==> src/sv/dmws_pkg.sv <==
`timescale 1ns / 1ps
`default_nettype none

package dmws_pkg;

  // Default build parameters
  localparam int MAX_MOTIF_LENGTH_DEF = 32;
  localparam int WEIGHT_BITS_DEF      = 16;

  // Motif length after reset
  localparam int DEFAULT_MOTIF_LENGTH = 8;

  // Port widths fixed by the item format
  localparam int SCORE_W   = 21;
  localparam int CFG_W     = 6;
  localparam int POS_W     = 5;
  localparam int WVALUE_W  = 16;
  localparam int CHAR_W    = 8;

  // Decoupling queue between front and back
  localparam int QUEUE_DEPTH = 4;
  localparam int QPTR_W      = $clog2(QUEUE_DEPTH);
  localparam int QCNT_W      = $clog2(QUEUE_DEPTH + 1);

  // ASCII letters of the four nucleotides
  localparam logic [CHAR_W-1:0] CHR_A_UP = 8'h41;
  localparam logic [CHAR_W-1:0] CHR_C_UP = 8'h43;
  localparam logic [CHAR_W-1:0] CHR_G_UP = 8'h47;
  localparam logic [CHAR_W-1:0] CHR_T_UP = 8'h54;
  localparam logic [CHAR_W-1:0] CHR_A_LO = 8'h61;
  localparam logic [CHAR_W-1:0] CHR_C_LO = 8'h63;
  localparam logic [CHAR_W-1:0] CHR_G_LO = 8'h67;
  localparam logic [CHAR_W-1:0] CHR_T_LO = 8'h74;

  // Nucleotide codes; complement is the bitwise inverse
  localparam logic [1:0] NUC_A = 2'd0;
  localparam logic [1:0] NUC_C = 2'd1;
  localparam logic [1:0] NUC_G = 2'd2;
  localparam logic [1:0] NUC_T = 2'd3;

  typedef enum logic {
    FUNC_LOAD = 1'b0,
    FUNC_BASE = 1'b1
  } func_e;

  typedef struct packed {
    logic       bad;
    logic [1:0] code;
  } base_dec_t;

  // One classified item as it sits in the queue
  typedef struct packed {
    func_e               func;
    logic [POS_W-1:0]    pos;
    logic [1:0]          wbase;
    logic [WVALUE_W-1:0] wvalue;
    logic [1:0]          code;
    logic                bad;
  } q_item_t;

  // Flags that travel alongside the adder tree
  typedef struct packed {
    logic vld;
    logic rdy;
    logic bad;
  } flg_t;

  // Map an ASCII letter to a nucleotide code or flag it
  function automatic base_dec_t decode_base(input logic [CHAR_W-1:0] ch);
    base_dec_t r;
    r.bad  = 1'b0;
    r.code = NUC_A;
    unique case (ch) inside
      CHR_A_UP, CHR_A_LO: r.code = NUC_A;
      CHR_C_UP, CHR_C_LO: r.code = NUC_C;
      CHR_G_UP, CHR_G_LO: r.code = NUC_G;
      CHR_T_UP, CHR_T_LO: r.code = NUC_T;
      default:            r.bad  = 1'b1;
    endcase
    return r;
  endfunction

endpackage

`default_nettype wire

==> src/sv/dmws_front.sv <==
`timescale 1ns / 1ps
`default_nettype none

module dmws_front (
  input  wire logic [0:0]                    func_i,
  input  wire logic [dmws_pkg::POS_W-1:0]    weight_position_i,
  input  wire logic [1:0]                    weight_base_i,
  input  wire logic [dmws_pkg::WVALUE_W-1:0] weight_value_i,
  input  wire logic [dmws_pkg::CHAR_W-1:0]   base_code_i,
  output dmws_pkg::q_item_t                  item_o
);

  dmws_pkg::base_dec_t dec;

  // Classify the letter once, before it is queued
  always_comb begin
    dec = dmws_pkg::decode_base(base_code_i);
  end

  // Pack the beat for the queue
  always_comb begin
    item_o.func   = dmws_pkg::func_e'(func_i);
    item_o.pos    = weight_position_i;
    item_o.wbase  = weight_base_i;
    item_o.wvalue = weight_value_i;
    item_o.code   = dec.code;
    item_o.bad    = dec.bad;
  end

endmodule

`default_nettype wire

==> config.mk <==
export PLATFORM = sky130hd
export DESIGN_NAME = dmws_front
export DESIGN_NICKNAME = d
export VERILOG_FILES = /design/src/sv/dmws_pkg.sv /design/src/sv/dmws_front.sv
export SDC_FILE = /design/constraint.sdc
export NUM_CORES = 1
export LEC_CHECK = 0
export ABC_AREA = 1
export BUFFER_PORTS_ARGS = -buffer_cell sky130_fd_sc_hd__clkbuf_2
export CAP_MARGIN = 20
export CORE_AREA = 2 2 39 41
export DETAILED_ROUTE_END_ITERATION = 7
export DIE_AREA = 0 0 41 43
export GPL_TIMING_DRIVEN = 0
export PLACE_DENSITY = 0.7
export SLEW_MARGIN = 20
export SYNTH_ARGS = -nofsm -noshare
export SYNTH_HDL_FRONTEND = slang
export SYNTH_SLANG_ARGS = --single-unit
==> constraint.sdc <==
create_clock -name vclk -period 1
set_input_delay 0.1 -clock vclk [all_inputs]
set_output_delay 0.1 -clock vclk [all_outputs]
set_load 0.01 [all_outputs]
* Yosys cells after proc, flatten, opt, wreduce, memory -nomap -nowiden
Cells that the tools add are included.
Widths: inputs -> output; s select.
** Word-level totals
- Bits in registers :: 0
- Latch bits :: 0
- Bits in writable memories :: 0
- Memory bits (read-only) :: 0
- Output and inout bits :: 27
- Word-level logic and storage cells :: 14
- Memories kept :: 0
** Operators by class
- Add/sub/neg operators :: 0
- Multipliers :: 0
- Divide/modulo/power cells :: 0
- Magnitude comparators :: 0
- Equality and inequality tests :: 8
- Shifts and indexed selects :: 0
- Mux-type cells :: 2
- Bitwise gates (word level) :: 0
- Reductions and logical operators :: 4
** Operator list (number)
- $eq 8x7->1 const B :: 8
- $reduce_or 8->1 :: 1
- $pmux 2 s3 :: 1
- $reduce_or 2->1 :: 3
- $mux 1 :: 1

* Depth between registers and ports, before layout
- Depth after elaboration :: 3
- Depth in mapped cells :: 5

* Worst setup path after synthesis
OpenSTA, ideal clock, no wires.
- Path kind :: input-to-output
- Start :: input base_code_i[2] (netlist bit)
- End :: output item_o[1] (netlist bit)
- Data arrival time :: 0.494 ns
- Data required time :: 0.900 ns
- Slack :: 0.406 ns
- Stages on the path :: 5
- Buffers on the path :: 0
- Cell sequence :: nor2_1 nand2_1 nor2_1 nand2_1 nand2_1
** RTL lines
- start, declared :: line dmws_front.sv:9 : input wire logic [dmws_pkg::CHAR_W-1:0] base_code_i,
- end, declared :: line dmws_front.sv:10 : output dmws_pkg::q_item_t item_o

==> out/metrics.cfg <==
[run_status]
outcome=finished clean

[placed_design]
place_inst=93
dp_slack_ps=180
place.port_buffers=34
gp_congestion=0.524
dp_hpwl_um=566

[layout]
multi_input_area_um2=67.6
final_util=0.325
layout.nets=111
area_delta_synth_final_pct=73.4
post_route_cells_drive_above_1_share=0.766
regArea_um2=0
finalNonFillerCells=93
antenna_cells=0
clockBufferCount=0
nFlopsAndLatches=0
fill_cells=158

[setup_path]
crit_fanout=3
critical_path_class=primary input to output port
cp-end-kind=output port
cp-start-kind=primary input
worstPathArrival_ps=710
worstPathRequired_ps=900

[power]
switchingPower_mw=0.0705
swShare=0.396
power_per_cell_area_nw_per_um2=396
power_frac_clock=0
p_comb_frac=1.000
p_int_mw=0.107
p_seq_frac=0
ir_drop_mv=0.123
p_leak_nw=0.305

[timing]
fmax_mhz=1230
tightest_slew_ps=158
fin_crit_ps=813
hold_violations=0
hold-worst-slack_ps=387
slew_violations=0
setup_viol_count_final=0
final.setup.worst_slack_ps=187
rsz0062_at_grt=no
slew_headroom=0.894
fin_tns_setup_ps=0
fin_crit_sh=0.813

[cts]
postCtsHoldBufs=0
cts_resized=0
postCtsSetupBuffers=0

[die]
core_area_um2=1380
start_util=0.187
die_h_um=43
dieWidth_um=41
rows=14
ioPinCount=59
die_area_um2=1760

[grt]
grt_overflow=0
grt_pass1_wl_um=696
grt_max_degree=4
first_global_vias=206
grt_antenna_before_repair=0
grt_usage=0.0509

[routing]
drt_wl_total_um=587
drt-wirelength-per-cell_um=6.31
drc_errors=0
vias=330
ant_nets=0
drt_iter0_drc=1
via_per_inst=3.55
drt-pass1-iter-count=4

[yosys]
synth_area_um2=259
post_synth.cell_area_avg_um2=6.02
seq_area_frac_synth=0
synth.distinct_cells=8
syn_inst=43
syn_nets=75
yosys_warnings=0

[job]
max_cap_viol_count=0

[hold_path]
min_path_type=primary input to output port

## power groups by stage
stage	Combinational (mW)	Sequential, mW	Clock (mW)
after floorplan	0.113	0	0
after global placement	0.177	0	0
after detailed placement	0.180	0	0
after CTS	0.180	0	0
after global routing	0.196	0	0
final	0.178	0	0
## cell type report
type               instances  area share
plain buffers             24       0.401
repair buffers            34       0.379
multi-input cells         16       0.150
well taps                 16      0.0446
inverters                  3      0.0251
## layout by cell type, fill, tap and decap left out
cell type	netlist	layout
clkbuf_2	0	34
buf_4	24	24
nand2_1	7	7
nor2_1	4	4
nand3_1	3	3
inv_1	2	2
inv_2	1	1
and2_1	1	1
a21oi_1	1	1
## cells in the mapped netlist
cell type  count  area share
buf_4         24        0.70
nand2_1        7        0.10
nor2_1         4       0.058
nand3_1        3       0.058
inv_1          2       0.029
a21oi_1        1       0.019
and2_1         1       0.024
inv_2          1       0.014
## worst paths after layout
check                           from          to  slack (ps)  cells past startpoint
hold / removal    weight_value_i[15]  item_o[18]         390                      2
setup / recovery      base_code_i[7]   item_o[1]         190                      7
## cell families after synthesis
logic type	share of synthesized area
buf+inv	0.739
compound gates	0.0193
simple gates	0.242
## metrics by stage
step	power (mW)	area, um^2
2_1_floorplan	0.113	259
3_3_place_gp	0.177	449
3_5_place_dp	0.180	449
4_1_cts	0.180	449
5_1_grt	0.196	449
6_report	0.178	449
## critical path, stage by stage
cell and delay (ps):
clkbuf_2 90, inv_2 40, nand2_1 40, nor2_1 150, nand3_1 90, nand2_1 70, clkbuf_2 120
## routing by layer
layer / up-vias / share of wire / GRT usage
li1: 175 / - / -
met1: 132 / 0.28 / 0.0475
met2: 23 / 0.58 / 0.113
met3: 0 / 0.14 / 0
met4: 0 / 0 / 0
met5: - / 0 / 0
Note: power is estimated with default switching activity, not from simulation.
