--- src/sv/dmws_pkg.sv ---
`timescale 1ns / 1ps
`default_nettype none

package dmws_pkg;

  // Default build parameters
  localparam int MAX_MOTIF_LENGTH_DEF = 32;
  localparam int WEIGHT_BITS_DEF      = 16;

  // Motif length after reset
  localparam int DEFAULT_MOTIF_LENGTH = 8;

  // Port widths fixed by the item format
  localparam int SCORE_W   = 21;
  localparam int CFG_W     = 6;
  localparam int POS_W     = 5;
  localparam int WVALUE_W  = 16;
  localparam int CHAR_W    = 8;

  // Decoupling queue between front and back
  localparam int QUEUE_DEPTH = 4;
  localparam int QPTR_W      = $clog2(QUEUE_DEPTH);
  localparam int QCNT_W      = $clog2(QUEUE_DEPTH + 1);

  // ASCII letters of the four nucleotides
  localparam logic [CHAR_W-1:0] CHR_A_UP = 8'h41;
  localparam logic [CHAR_W-1:0] CHR_C_UP = 8'h43;
  localparam logic [CHAR_W-1:0] CHR_G_UP = 8'h47;
  localparam logic [CHAR_W-1:0] CHR_T_UP = 8'h54;
  localparam logic [CHAR_W-1:0] CHR_A_LO = 8'h61;
  localparam logic [CHAR_W-1:0] CHR_C_LO = 8'h63;
  localparam logic [CHAR_W-1:0] CHR_G_LO = 8'h67;
  localparam logic [CHAR_W-1:0] CHR_T_LO = 8'h74;

  // Nucleotide codes; complement is the bitwise inverse
  localparam logic [1:0] NUC_A = 2'd0;
  localparam logic [1:0] NUC_C = 2'd1;
  localparam logic [1:0] NUC_G = 2'd2;
  localparam logic [1:0] NUC_T = 2'd3;

  typedef enum logic {
    FUNC_LOAD = 1'b0,
    FUNC_BASE = 1'b1
  } func_e;

  typedef struct packed {
    logic       bad;
    logic [1:0] code;
  } base_dec_t;

  // One classified item as it sits in the queue
  typedef struct packed {
    func_e               func;
    logic [POS_W-1:0]    pos;
    logic [1:0]          wbase;
    logic [WVALUE_W-1:0] wvalue;
    logic [1:0]          code;
    logic                bad;
  } q_item_t;

  // Flags that travel alongside the adder tree
  typedef struct packed {
    logic vld;
    logic rdy;
    logic bad;
  } flg_t;

  // Map an ASCII letter to a nucleotide code or flag it
  function automatic base_dec_t decode_base(input logic [CHAR_W-1:0] ch);
    base_dec_t r;
    r.bad  = 1'b0;
    r.code = NUC_A;
    unique case (ch) inside
      CHR_A_UP, CHR_A_LO: r.code = NUC_A;
      CHR_C_UP, CHR_C_LO: r.code = NUC_C;
      CHR_G_UP, CHR_G_LO: r.code = NUC_G;
      CHR_T_UP, CHR_T_LO: r.code = NUC_T;
      default:            r.bad  = 1'b1;
    endcase
    return r;
  endfunction

endpackage

`default_nettype wire

--- src/sv/dmws_queue.sv ---
`timescale 1ns / 1ps
`default_nettype none

module dmws_queue (
  input  wire logic        clk_i,
  input  wire logic        rst_ni,
  input  wire logic        push_valid_i,
  output logic             push_ready_o,
  input  wire dmws_pkg::q_item_t push_item_i,
  output logic             pop_valid_o,
  input  wire logic        pop_i,
  output dmws_pkg::q_item_t pop_item_o
);

  dmws_pkg::q_item_t               mem_q [dmws_pkg::QUEUE_DEPTH];
  logic [dmws_pkg::QPTR_W-1:0]     wr_q, wr_d;
  logic [dmws_pkg::QPTR_W-1:0]     rd_q, rd_d;
  logic [dmws_pkg::QCNT_W-1:0]     cnt_q, cnt_d;
  logic                            push, pop;

  assign push_ready_o = (cnt_q != dmws_pkg::QCNT_W'(dmws_pkg::QUEUE_DEPTH));
  assign pop_valid_o  = (cnt_q != '0);
  assign push         = push_valid_i && push_ready_o;
  assign pop          = pop_i && pop_valid_o;
  assign pop_item_o   = mem_q[rd_q];

  // Advance pointers and occupancy
  always_comb begin
    wr_d  = push ? wr_q + 1'b1 : wr_q;
    rd_d  = pop ? rd_q + 1'b1 : rd_q;
    cnt_d = cnt_q;
    case ({push, pop})
      2'b10:   cnt_d = cnt_q + 1'b1;
      2'b01:   cnt_d = cnt_q - 1'b1;
      default: cnt_d = cnt_q;
    endcase
  end

  always_ff @(posedge clk_i or negedge rst_ni) begin
    if (!rst_ni) begin
      wr_q  <= '0;
      rd_q  <= '0;
      cnt_q <= '0;
    end else begin
      wr_q  <= wr_d;
      rd_q  <= rd_d;
      cnt_q <= cnt_d;
    end
  end

  // Store the beat
  always_ff @(posedge clk_i) begin
    if (push) begin
      mem_q[wr_q] <= push_item_i;
    end
  end

  a_cnt_bound: assert property (@(posedge clk_i) disable iff (!rst_ni)
    cnt_q <= dmws_pkg::QCNT_W'(dmws_pkg::QUEUE_DEPTH))
    else $error("queue occupancy above depth");

  a_ptr_gap: assert property (@(posedge clk_i) disable iff (!rst_ni)
    (cnt_q != dmws_pkg::QCNT_W'(dmws_pkg::QUEUE_DEPTH)) |->
      (dmws_pkg::QPTR_W'(cnt_q) == dmws_pkg::QPTR_W'(wr_q - rd_q)))
    else $error("queue pointers disagree with occupancy");

endmodule

`default_nettype wire

--- config.mk ---
export PLATFORM = sky130hd
export DESIGN_NAME = dmws_queue
export DESIGN_NICKNAME = d
export VERILOG_FILES = /design/src/sv/dmws_pkg.sv /design/src/sv/dmws_queue.sv
export SDC_FILE = /design/constraint.sdc
export NUM_CORES = 1
export LEC_CHECK = 0
export ABC_AREA = 1
export BUFFER_PORTS_ARGS = -buffer_cell sky130_fd_sc_hd__buf_4
export CORE_MARGIN = 2
export CORE_UTILIZATION = 45
export CTS_CLUSTER_DIAMETER = 50
export CTS_CLUSTER_SIZE = 30
export DETAILED_ROUTE_END_ITERATION = 12
export MAX_ROUTING_LAYER = met4
export PLACE_DENSITY_LB_ADDON = 0.12
export SLEW_MARGIN = 20
export SYNTH_ARGS = -nofsm -noshare
export SYNTH_HDL_FRONTEND = slang
export SYNTH_SLANG_ARGS = --single-unit
--- constraint.sdc ---
create_clock -name clk_i -period 2.6 [get_ports clk_i]
set_input_delay 0.78 -clock clk_i [delete_from_list [all_inputs] [get_ports clk_i]]
set_output_delay 0.78 -clock clk_i [all_outputs]
set_load 0.01 [all_outputs]
Word-level counts from Yosys, hierarchy flattened
Memories as Yosys holds them, arrays and structs flattened.
Index checks and enable logic that the tools add are counted.
{"block": "word_totals", "reg_bits": 7, "latchBits": 0, "ram_bits": 108, "mem_bits_ro": 0, "in_bits": 31, "out_inout_bits": 29, "word_cells": 18, "memories": 1}
{"block": "op_classes", "n_addsub": 4, "mul": 0, "div_mod_pow": 0, "order_cmp": 0, "eq_ne": 3, "shift": 0, "muxes": 3, "n_bitwise": 0, "n_reduce_logical": 4}
{"name": "mem_q", "words": 4, "width": 27, "rd": 1, "rd_ports_with_merged_regs": 0, "wr": 1, "line_no": "dmws_queue.sv:15", "rtl": "dmws_pkg::q_item_t mem_q [dmws_pkg::QUEUE_DEPTH];"}
{"op": "one-hot mux 3 bit (2 select lines)", "n": 1}
{"op": "adder 2 x 1 -> 2 bit, second input constant", "n": 2}
{"op": "adder 3 x 1 -> 3 bit, second input constant", "n": 1}
{"op": "inequality test 3 bit, second input constant", "n": 1}
{"op": "nonzero test 3 bit", "n": 1}
{"op": "subtractor 3 x 1 -> 3 bit, second input constant", "n": 1}
{"op": "equality test 2 x 1 -> 1 bit, second input constant", "n": 1}
{"op": "equality test 2 bit, second input constant", "n": 1}
{"op": "logical AND 1 bit", "n": 2}
{"op": "2-to-1 mux 1 bit", "n": 2}
{"op": "nonzero test 2 bit", "n": 1}

Depth between registers and ports, before layout
Gate-level depths: netlist of run 1.
{"block": "logic_depth", "ltp_word": 4, "depth_mapped": 12, "ltp_nobuf": 12}

Worst setup path after synthesis of run 1
Ideal clock, no wire load.
{"block": "synth_timing", "path_kind": "input to register", "startpoint": "input push_valid_i", "endpoint": "memory mem_q[0][0] (netlist bit) (enable)", "setup_time_ps": 411, "t_arrival_ps": 2084, "required_time_ps": 2189, "path_slack_ps": 105, "stages": 2, "n_path_buf": 0, "path_cell_list": "nand2_1 > nor2_1"}
{"block": "synth_between", "elab_chain_len": 3}
{"element": "from (decl)", "line_no": "dmws_queue.sv:7", "rtl": "input wire logic push_valid_i,"}
{"element": "logical AND 1 bit", "line_no": "dmws_queue.sv:23", "rtl": "assign push = push_valid_i && push_ready_o;"}
{"element": "2-to-1 mux 1 bit", "line_no": "dmws_queue.sv:53", "rtl": "if (push) begin"}
{"element": "2-to-1 mux 1 bit (implied by the code)", "line_no": "dmws_queue.sv:54", "rtl": "mem_q[wr_q] <= push_item_i;"}
{"element": "to (decl)", "line_no": "dmws_queue.sv:15"}
Every way passes these cells.

==> run summary, run 1 <==
Worst setup SP type - register
final cycle utilization of the critical path - 97.2%
num ports - 60
Site Rows - 37
total grt overflow - 0
max_cap viols - 0
area delta synth->final - 26.1%
maximum vdd drop - 0.864 mV
synthesized net count - 411
Achievable Freq - 396 MHz
1st-pass router iterations - 6
final hold violations - 0
Via density - 4.80
post-layout util - 58.4%
RSZ-0062 raised after global routing - true
DRT iter0 DRCs - 132
placed insts - 561
setup_tns - 0 ns
worst skew pair latency - 0.50 ns
wire per inst - 14.0 um
sw power - 2.30 mW
sequential share of the synthesized area - 71.8%
Slew headroom - 72.0%
Hold-fix buffers, CTS - 0
cell taking the most area after synthesis - edfxtp_1
Final GP Congestion - 0.739
drt total wl - 8280 um
Power Density - 1220 mW/mm^2
cells on worst reg2reg path - 8
R2R setup slack - 0.79 ns
Placeable Area - 0.0103 mm^2
CP arrival - 1.75 ns
post-layout power - 7.34 mW
antenna violations before repair - 0
clock power share - 33.1%
leakage power - 2.48 nW
layout cell share with drive strength beyond 1 - 23.0%
full die area - 0.0114 mm^2
Die X - 107 um
Int Power - 5.04 mW
Slew Limit Fails - 0
Avg Inst Size Synth - 12.7 um^2
final instance area - 0.00601 mm^2
status - completed
CTS tree - done
via count - 2846
DRC - 0
pre-CTS setup slack - 0.548 ns
reg2reg start - cnt_q[1]$_DFFE_PN0P_
kind of critical path - register to primary output
Ant. Diodes - 0
IO buf count - 59
Detail Route Antenna Nets - 0
Post-DP Area - 0.00536 mm^2
Setup violations, final - 0
Final Net Count - 481
Detailed Place HPWL - 4920 um
post-synthesis register bit count - 115
Worst setup EP type - primary output
post-CTS setup buffers - 0
Ys Warns - 0
root buffer cell - clkbuf_8
Final min period - 2.53 ns
Synth top area share - 68.1%
Worst Hold Class - input pin to async pin
measured slew at the worst slew-check pin - 0.421 ns
Bufs on Longest Clock Path - 2
global-route wire length before repair - 13600 um
Req. time, crit path - 1.82 ns
cells after synthesis - 374
worst hold slack - 0.0829 ns
sequential share of power - 34.8%
Num Clock Sinks - 115
GRT Util Overall - 16.5%
clock skew - 0.00593 ns
Chip Height - 107 um
Mapped Area - 0.00476 mm^2
clk slew on worst S/H paths - 0.06 ns
Net Sw Frac - 31.4%
min setup slack post-route - 0.0727 ns
vias in the first global route - 2745
Comb power frac - 32.1%
fin cells - 593
H-tree depth - 4
initial core utilization - 46.3%
FF-to-FF End - cnt_q[1]$_DFFE_PN0P_
cells taking the most area after synthesis - edfxtp_1 68%, o211ai_1 8.5%, nand2_1 7.8%
worst-path maximum fanout - 71
Layout fillers - 869
total CTS buffers - 17
Netlist cell types - 17
largest net degree at the start of global routing - 72
==> placed cells by master, fill, tap and decap left out <==
cell / netlist / final
edfxtp_1: 108 / 108
nand2_1: 99 / 97
inv_1: 67 / 67
buf_4: 1 / 64
o211ai_1: 54 / 54
clkbuf_16: 0 / 16
nand3_1: 7 / 7
dfrtp_1: 7 / 7
ha_1: 5 / 5
bufinv_16: 0 / 5
nor2_4: 0 / 4
clkinvlp_4: 0 / 4
clkinv_1: 0 / 3
clkinv_2: 0 / 2
nand2_2: 0 / 2
clkinv_4: 0 / 2
buf_12: 0 / 2
inv_4: 0 / 1
o21ai_0: 1 / 1
xnor2_1: 1 / 1
nand4_1: 1 / 1
fa_1: 1 / 1
clkbuf_8: 0 / 1
buf_8: 0 / 1
buf_16: 0 / 1
==> worst max path at each step <==
stage	start	to	slack [ns]	cells after the start
after floorplan	push_valid_i	mem_q[0][0]$_DFFE_PP_	0.10	2
after CTS	rd_q[0]$_DFFE_PN0P_	pop_item_o[23]	0.005	6
after global routing	rd_q[0]$_DFFE_PN0P_	pop_item_o[1]	-0.01	6
final	rd_q[0]$_DFFE_PN0P_	pop_item_o[25]	0.07	5
after detailed placement	rd_q[0]$_DFFE_PN0P_	pop_item_o[23]	0.55	6
after global placement	rd_q[0]$_DFFE_PN0P_	pop_item_o[24]	0.55	6
==> Yosys cell counts, drive strengths merged <==
library cell / instances
buf: 16
clkbuf: 1
dfrtp: 7
edfxtp: 108
fa: 1
ha: 5
inv: 69
nand2: 99
nand3: 7
nand4: 1
nor2: 4
o211ai: 54
o21ai: 1
xnor2: 1
==> per-layer routing <==
layer / vias up / wire (um) / global-route usage [%]
met1: 1332 / 3780 / 21.2
li1: 1430 / - / -
met4: 0 / 121 / 6.22
met5: - / 0 / -
met2: 71 / 3940 / 24.3
met3: 13 / 444 / 5.96
==> power by group through the flow <==
stage	registers, mW	logic, mW	clock network [mW]
floorplan	2.58	1.52	0
finish	2.56	2.35	2.43
CTS	2.55	2.36	2.46
detailed placement	2.59	2.35	0
global placement	2.58	2.33	0
global route	2.59	2.62	2.54
==> cell families (layout without fill, tap and decap cells) <==
logic type | count (synthesis) | in the layout | share of synthesized area [%]
adders and majority gates | 6 | 6 | 1.73
buffers and inverters | 86 | 169 | 8.70
AOI/OAI and AO/OA | 55 | 55 | 8.62
xor gates and xnor gates | 1 | 1 | 0.184
DFF | 115 | 115 | 71.8
and+or+nand+nor | 111 | 111 | 8.99
==> worst max-delay path, stage by stage, from the launching register on <==
cell,delay [ns]
dfrtp_1,0.38
clkinv_2,0.12
buf_16,0.22
o211ai_1,0.26
nand2_1,0.10
buf_4,0.15
==> registers in the layout, indices dropped and copies added (netlist names) <==
name   count
cnt_q      3
mem_q    108
rd_q       2
wr_q       2
==> timing repair <==
action	in CTS	in global routing
endpoints found under the hold margin	0	0
setup endpoints to repair	0	16
gates resized for setup	0	7
==> layout make-up <==
type	instances	area, um^2	share of cell area [%]
clock buffers	17	414	6.89
clock inverters	15	214	3.56
inverters	69	263	4.37
multi-input cells	173	965	16.1
flip-flops and latches	115	3420	56.9
well taps	136	170	2.83
repair buffers	68	563	9.37
Note: power is estimated with default switching activity, not from simulation.
==> run 2: changes to the inputs <==
- ABC_AREA: 1 -> 0
==> run 2 against run 1 <==
Compared with the run above:
- cell count down 31%
- clock-buffer cell count grew 1
- flip-flop and latch count did not move
- clock power barely moved
- hold slack got worse by 0.011 ns
- the flow now finishes with violations (negative setup slack)
==> run summary, run 2 <==
failing checks - negative setup slack
initial core utilization - 46.5%
Bufs on Longest Clock Path - 2
Netlist cell types - 19
most common cell after layout, fill and taps aside - edfxtp_1
DRC - 0
Final min period - 2.62 ns
Worst setup EP type - primary output
Largest register FFs - 108
Chip Height - 102 um
Comb power frac - 32.2%
post-synthesis register bit count - 115
total grt overflow - 0
cells after synthesis - 178
Num Clock Sinks - 115
Final GP Congestion - 0.708
Most flops, register - mem_q
num ports - 60
Avg Inst Size Synth - 24.3 um^2
Detail Route Antenna Nets - 0
worst-path cell with the longest stage delay - mux4_2
Synth top area share - 75.1%
Int Power - 5.46 mW
antenna violations before repair - 0
clock skew - 0.00999 ns
worst hold slack - 0.0723 ns
min setup slack post-route - -0.0207 ns
sw power - 1.93 mW
status - finished, violations left
most numerous cell in the Yosys netlist - edfxtp_1
Req. time, crit path - 1.82 ns
wire per inst - 18.5 um
leakage power - 2.11 nW
synthesized net count - 215
Hold-fix buffers, CTS - 0
clock power share - 32.9%
post-layout util - 62.7%
DRT iter0 DRCs - 73
sequential share of power - 35.0%
GRT Util Overall - 15.8%
most frequent cells in the layout - 108 x edfxtp_1, 42 x buf_4, 27 x mux4_2, 27 x buf_6, 18 x clkbuf_16
Slew Limit Fails - 0
Worst setup SP type - register
Net Sw Frac - 26.1%
Adder-Cell Fraction of Synth Area - 1.91%
Post-Synth XOR/XNOR Area - 1.22%
Mapped Area - 0.00432 mm^2
Largest regs - mem_q (108), cnt_q (3)
cells taking the most area after synthesis - edfxtp_1 75%, mux4_2 14%, dfrtp_1 4.1%
max_cap viols - 0
Setup violations, final - 6
number of synthesized flops with an enable pin - 108
Via density - 4.97
drt total wl - 7560 um
clk slew on worst S/H paths - 0.06 ns
Achievable Freq - 382 MHz
Slew headroom - 72.1%
Synth Area in Simple Gates - 1.51%
Power Density - 1270 mW/mm^2
global-route wire length before repair - 11000 um
sequential share of the synthesized area - 79.1%
worst skew pair latency - 0.52 ns
Synth Area in Compound Gates - 0.232%
measured slew at the worst slew-check pin - 0.418 ns
Ys Warns - 0
via count - 2029
critical path cell sequence - buf_6, buf_4, mux4_2, buf_4
commonest cells in the netlist - 108 x edfxtp_1, 27 x mux4_2, 7 x dfrtp_1, 6 x inv_1, 5 x ha_1
RSZ-0062 raised after global routing - true
Ant. Diodes - 0
largest family of logic cells by synthesized area - multiplexers
1st-pass router iterations - 4
Final Net Count - 303
layout cell share with drive strength beyond 1 - 50.5%
CP arrival - 1.84 ns
total CTS buffers - 17
Die X - 102 um
final hold violations - 0
post-layout power - 7.39 mW
Critical Path Max Stage Delay - 0.52 ns
vias in the first global route - 2148
Worst Hold Class - input pin to async pin
full die area - 0.0104 mm^2
worst-path maximum fanout - 4
maximum vdd drop - 0.555 mV
Async SR Flop Fraction - 6.09%
H-tree depth - 4
post-synthesis mux area share - 14.7%
final cycle utilization of the critical path - 101%
kind of critical path - register to primary output
prevailing post-synth register cell - edfxtp_1
Site Rows - 35
CP dominant cell by count - buf_4
largest net degree at the start of global routing - 22
cell taking the most area after synthesis - edfxtp_1
area delta synth->final - 34.8%
root buffer cell - clkbuf_8
Placeable Area - 0.00928 mm^2
Detailed Place HPWL - 4500 um
IO buf count - 59
CTS tree - done
run 2: cell count changes after synthesis, sizes merged, moves of 2 or more:
| cell | previous run | this run |
|---|---|---|
| and3 | 0 | 4 |
| buf | 16 | 6 |
| inv | 69 | 6 |
| mux4 | 0 | 27 |
| nand2 | 99 | 1 |
| nand3 | 7 | 0 |
| nor2 | 4 | 1 |
| o211ai | 54 | 0 |
| xnor2 | 1 | 3 |
| xor2 | 0 | 3 |
run 2: logic make-up (layout without fill, tap and decap cells):
kind of cell	count (synthesis)	count (layout)
AO/OA/AOI/OAI	1	1
XOR/XNOR	6	6
flip-flops	115	115
AND/OR/NAND/NOR	9	9
adder cells (fa/ha/maj)	6	6
buffers and inverters	12	113
multiplexers	29	29
run 2: worst paths after layout:
path / from / endpoint / slack [ns] / cells after the start
max reg2reg: cnt_q[0]$_DFFE_PN0P_ / cnt_q[2]$_DFFE_PN0P_ / 0.41 / 9
min reg2reg: cnt_q[2]$_DFFE_PN0P_ / cnt_q[2]$_DFFE_PN0P_ / 0.52 / 1
min in group clk_i: push_item_i[19] / mem_q[3][19]$_DFFE_PP_ / 0.46 / 1
min: rst_ni / rd_q[0]$_DFFE_PN0P_ / 0.07 / 1
max: rd_q[0]$_DFFE_PN0P_ / pop_item_o[19] / -0.02 / 4
max in group asynchronous: rst_ni / rd_q[0]$_DFFE_PN0P_ / 2.39 / 1
run 2: critical path: cells and delay by family, from the launching register on:
| family | cells | cell delay [ns] |
|---|---|---|
| buffers and inverters | 3 | 0.43 |
| DFF | 1 | 0.37 |
| muxes | 1 | 0.52 |
run 2: layout make-up:
type | instances | area (um^2)
clock inverter | 14 | 210
timing repair buffer | 75 | 749
inverter | 6 | 22.5
clock buffer | 18 | 418
fill | 658 | 3460
sequential | 115 | 3420
tap | 129 | 161
multi-input combinational | 51 | 843
run 2: per-stage QoR:
stage | setup WS [ns] | instance area, um^2 | instances | setup TNS, ns
6_report | -0.0207 | 5820 | 408 | -0.0415
5_1_grt | -0.0665 | 5820 | 408 | -1.03
4_1_cts | -0.0317 | 5700 | 404 | -0.0961
3_5_place_dp | 0.359 | 5010 | 370 | 0
3_3_place_gp | 0.386 | 5010 | 370 | 0
2_1_floorplan | 0.497 | 4320 | 178 | 0
run 2: repair_timing:
item                       CTS  global route
resized for setup           10            17
buffers inserted             2             2
hold endpoints to repair     0             0
cloned                       0             2
setup endpoints to repair   23            26
run 2: power groups by stage:
stage	sequential, mW	combinational [mW]	clock, mW
after floorplan	2.57	1.21	0
after global placement	2.64	2.03	0
after detailed placement	2.65	2.03	0
after CTS	2.59	2.16	2.47
after global routing	2.61	2.57	2.55
final	2.58	2.38	2.43
run 2: metal layers:
layer  up-vias  GRT usage [%]  routed length [um]  share of wire (%)
met5         -              -                   0                  0
met4         0           7.69                 116                1.5
met3        15           5.68                 360                4.8
met2        54           23.5                3700                 49
met1      1041           19.4                3380                 45
li1        919              -                   -                  -
==> run 3: changes to the inputs <==
- ABC_AREA: 0 -> 1
- clock period: 2.6 -> 2.5 ns (I/O delays scaled with it)
==> run 3 against run 2 <==
Compared with the run above:
- the flow now finishes without violations
- final area up 4.6%
- power up 5.9%
- clock-buffer cell count is the same
- combinational power grew 13%
- wire length rose by 21%
- clock power barely moved
- sequential power rose by 3%
- sequential share of layout area down 2.6 points
- first-iteration DRC count increased by 140%
- non-clock buffer count fell by 3
- critical path type unchanged
- critical endpoint is now pop_item_o[16]
==> run summary, run 3 (synthesis results as in run 1) <==
worst path bufs/invs - 3
Net Sw Frac - 31.3%
Chip Height - 107 um
clock skew - 0.00752 ns
Via density - 4.85
Worst setup EP type - primary output
antenna violations before repair - 0
Worst setup SP type - register
Comb power frac - 34.5%
largest net degree at the start of global routing - 40
Largest register FFs - 108
fin cells - 596
CP dominant cell by count - nand2_1
sw power - 2.45 mW
CP delay by family, top - buffers and inverters
Req. time, crit path - 1.75 ns
RSZ-0062 raised after global routing - true
final hold violations - 0
FF-to-FF End - cnt_q[1]$_DFFE_PN0P_
initial core utilization - 46.3%
Final min period - 2.44 ns
num ports - 60
worst-path maximum fanout - 18
Int Power - 5.38 mW
Site Rows - 37
Detailed Place HPWL - 4910 um
most common cell after layout, fill and taps aside - edfxtp_1
Largest regs - mem_q (108), cnt_q (3)
layout cell share with drive strength beyond 1 - 22.6%
clock power share - 31.5%
worst skew pair latency - 0.50 ns
Num Clock Sinks - 115
full die area - 0.0114 mm^2
kind of critical path - register to primary output
1st-pass router iterations - 5
via count - 2893
Most flops, register - mem_q
total CTS buffers - 17
GRT Util Overall - 17.5%
CP arrival - 1.69 ns
Final Net Count - 485
Hold-fix buffers, CTS - 0
Detail Route Antenna Nets - 0
placed insts - 560
Final GP Congestion - 0.745
Placeable Area - 0.0103 mm^2
maximum vdd drop - 0.781 mV
measured slew at the worst slew-check pin - 0.341 ns
DRC - 0
vias in the first global route - 2802
R2R setup slack - 0.68 ns
worst hold slack - 0.0549 ns
worst-path cell with the longest stage delay - dfrtp_1
CTS tree - done
critical path cell sequence - inv_4, buf_12, nand2_1, o211ai_1, nand2_1, buf_4
Slew Limit Fails - 0
IO buf count - 59
cells on worst reg2reg path - 8
global-route wire length before repair - 14300 um
Die X - 107 um
max_cap viols - 0
Worst Hold Class - input pin to async pin
Power Density - 1280 mW/mm^2
sequential share of power - 34.0%
final cycle utilization of the critical path - 97.8%
Critical Path Max Stage Delay - 0.41 ns
total grt overflow - 0
clk slew on worst S/H paths - 0.05 ns
leakage power - 2.53 nW
Setup violations, final - 0
Ant. Diodes - 0
most frequent cells in the layout - 108 x edfxtp_1, 99 x nand2_1, 67 x inv_1, 62 x buf_4, 54 x o211ai_1
DRT iter0 DRCs - 173
drt total wl - 9150 um
Bufs on Longest Clock Path - 2
status - completed
root buffer cell - clkbuf_8
area delta synth->final - 28.0%
H-tree depth - 4
wire per inst - 15.3 um
Slew headroom - 77.2%
reg2reg start - cnt_q[1]$_DFFE_PN0P_
Achievable Freq - 409 MHz
worst setup path startpoint - rd_q[0]$_DFFE_PN0P_
## run 3: cell types whose count changed in the layout (fill, tap and decap cells not counted), sizes merged, moves of 2 or more
| cell | change |
|---|---|
| and3 | -4 |
| buf | -3 |
| clkinv | +2 |
| clkinvlp | -2 |
| inv | +62 |
| mux4 | -27 |
| nand2 | +98 |
| nand3 | +7 |
| nor2 | +3 |
| o211ai | +54 |
| xnor2 | -2 |
| xor2 | -3 |
## run 3: per-layer routing
layer  up-vias  global-route usage [%]  wire, um
met5         -                       -         0
met4         0                    5.84        87
met3         8                    5.41       465
met2        71                    26.6      4400
met1      1376                    22.5      4200
li1       1438                       -         -
## run 3: final cells by class
class / count / area [um^2]
fill: 804 / 4180
sequential: 115 / 3420
multi-input combinational: 173 / 960
timing repair buffer: 72 / 674
clock buffer: 18 / 418
inverter: 69 / 264
clock inverter: 13 / 190
tap: 136 / 170
## run 3: power by group through the flow
stage / registers [mW] / clock network (mW) / logic, mW
2_1_floorplan: 2.68 / 0 / 1.58
3_3_place_gp: 2.68 / 0 / 2.45
3_5_place_dp: 2.69 / 0 / 2.48
4_1_cts: 2.66 / 2.50 / 2.60
5_1_grt: 2.69 / 2.59 / 2.99
6_report: 2.66 / 2.46 / 2.70
## run 3: how the worst max path moves through the flow
stage | slack (ns) | to | cells past startpoint
floorplan | 0.03 | mem_q[0][0]$_DFFE_PP_ | 2
global placement | 0.47 | pop_item_o[24] | 6
detailed placement | 0.48 | pop_item_o[18] | 6
CTS | 0.02 | pop_item_o[12] | 5
global route | -0.03 | pop_item_o[16] | 6
finish | 0.06 | pop_item_o[16] | 6
## run 3: through the flow
step           total power, mW  worst slack, ns  instance area, um^2  utilization [%]  setup TNS, ns
5_1_grt                   8.27          -0.0278                 6090             59.3        -0.0597
3_3_place_gp              5.13            0.474                 5370             52.3              0
6_report                  7.83           0.0562                 6090             59.3              0
3_5_place_dp              5.17            0.482                 5370             52.3              0
4_1_cts                   7.76           0.0190                 6030             58.6              0
2_1_floorplan             4.26           0.0350                 4760                -              0
## run 3: repair_timing
item | 4_1_cts | 5_1_grt
buffers inserted | 1 | 1
pin swaps | 1 | 1
endpoints found under the setup margin | 11 | 20
gates resized for setup | 4 | 3
gates cloned | 1 | 2
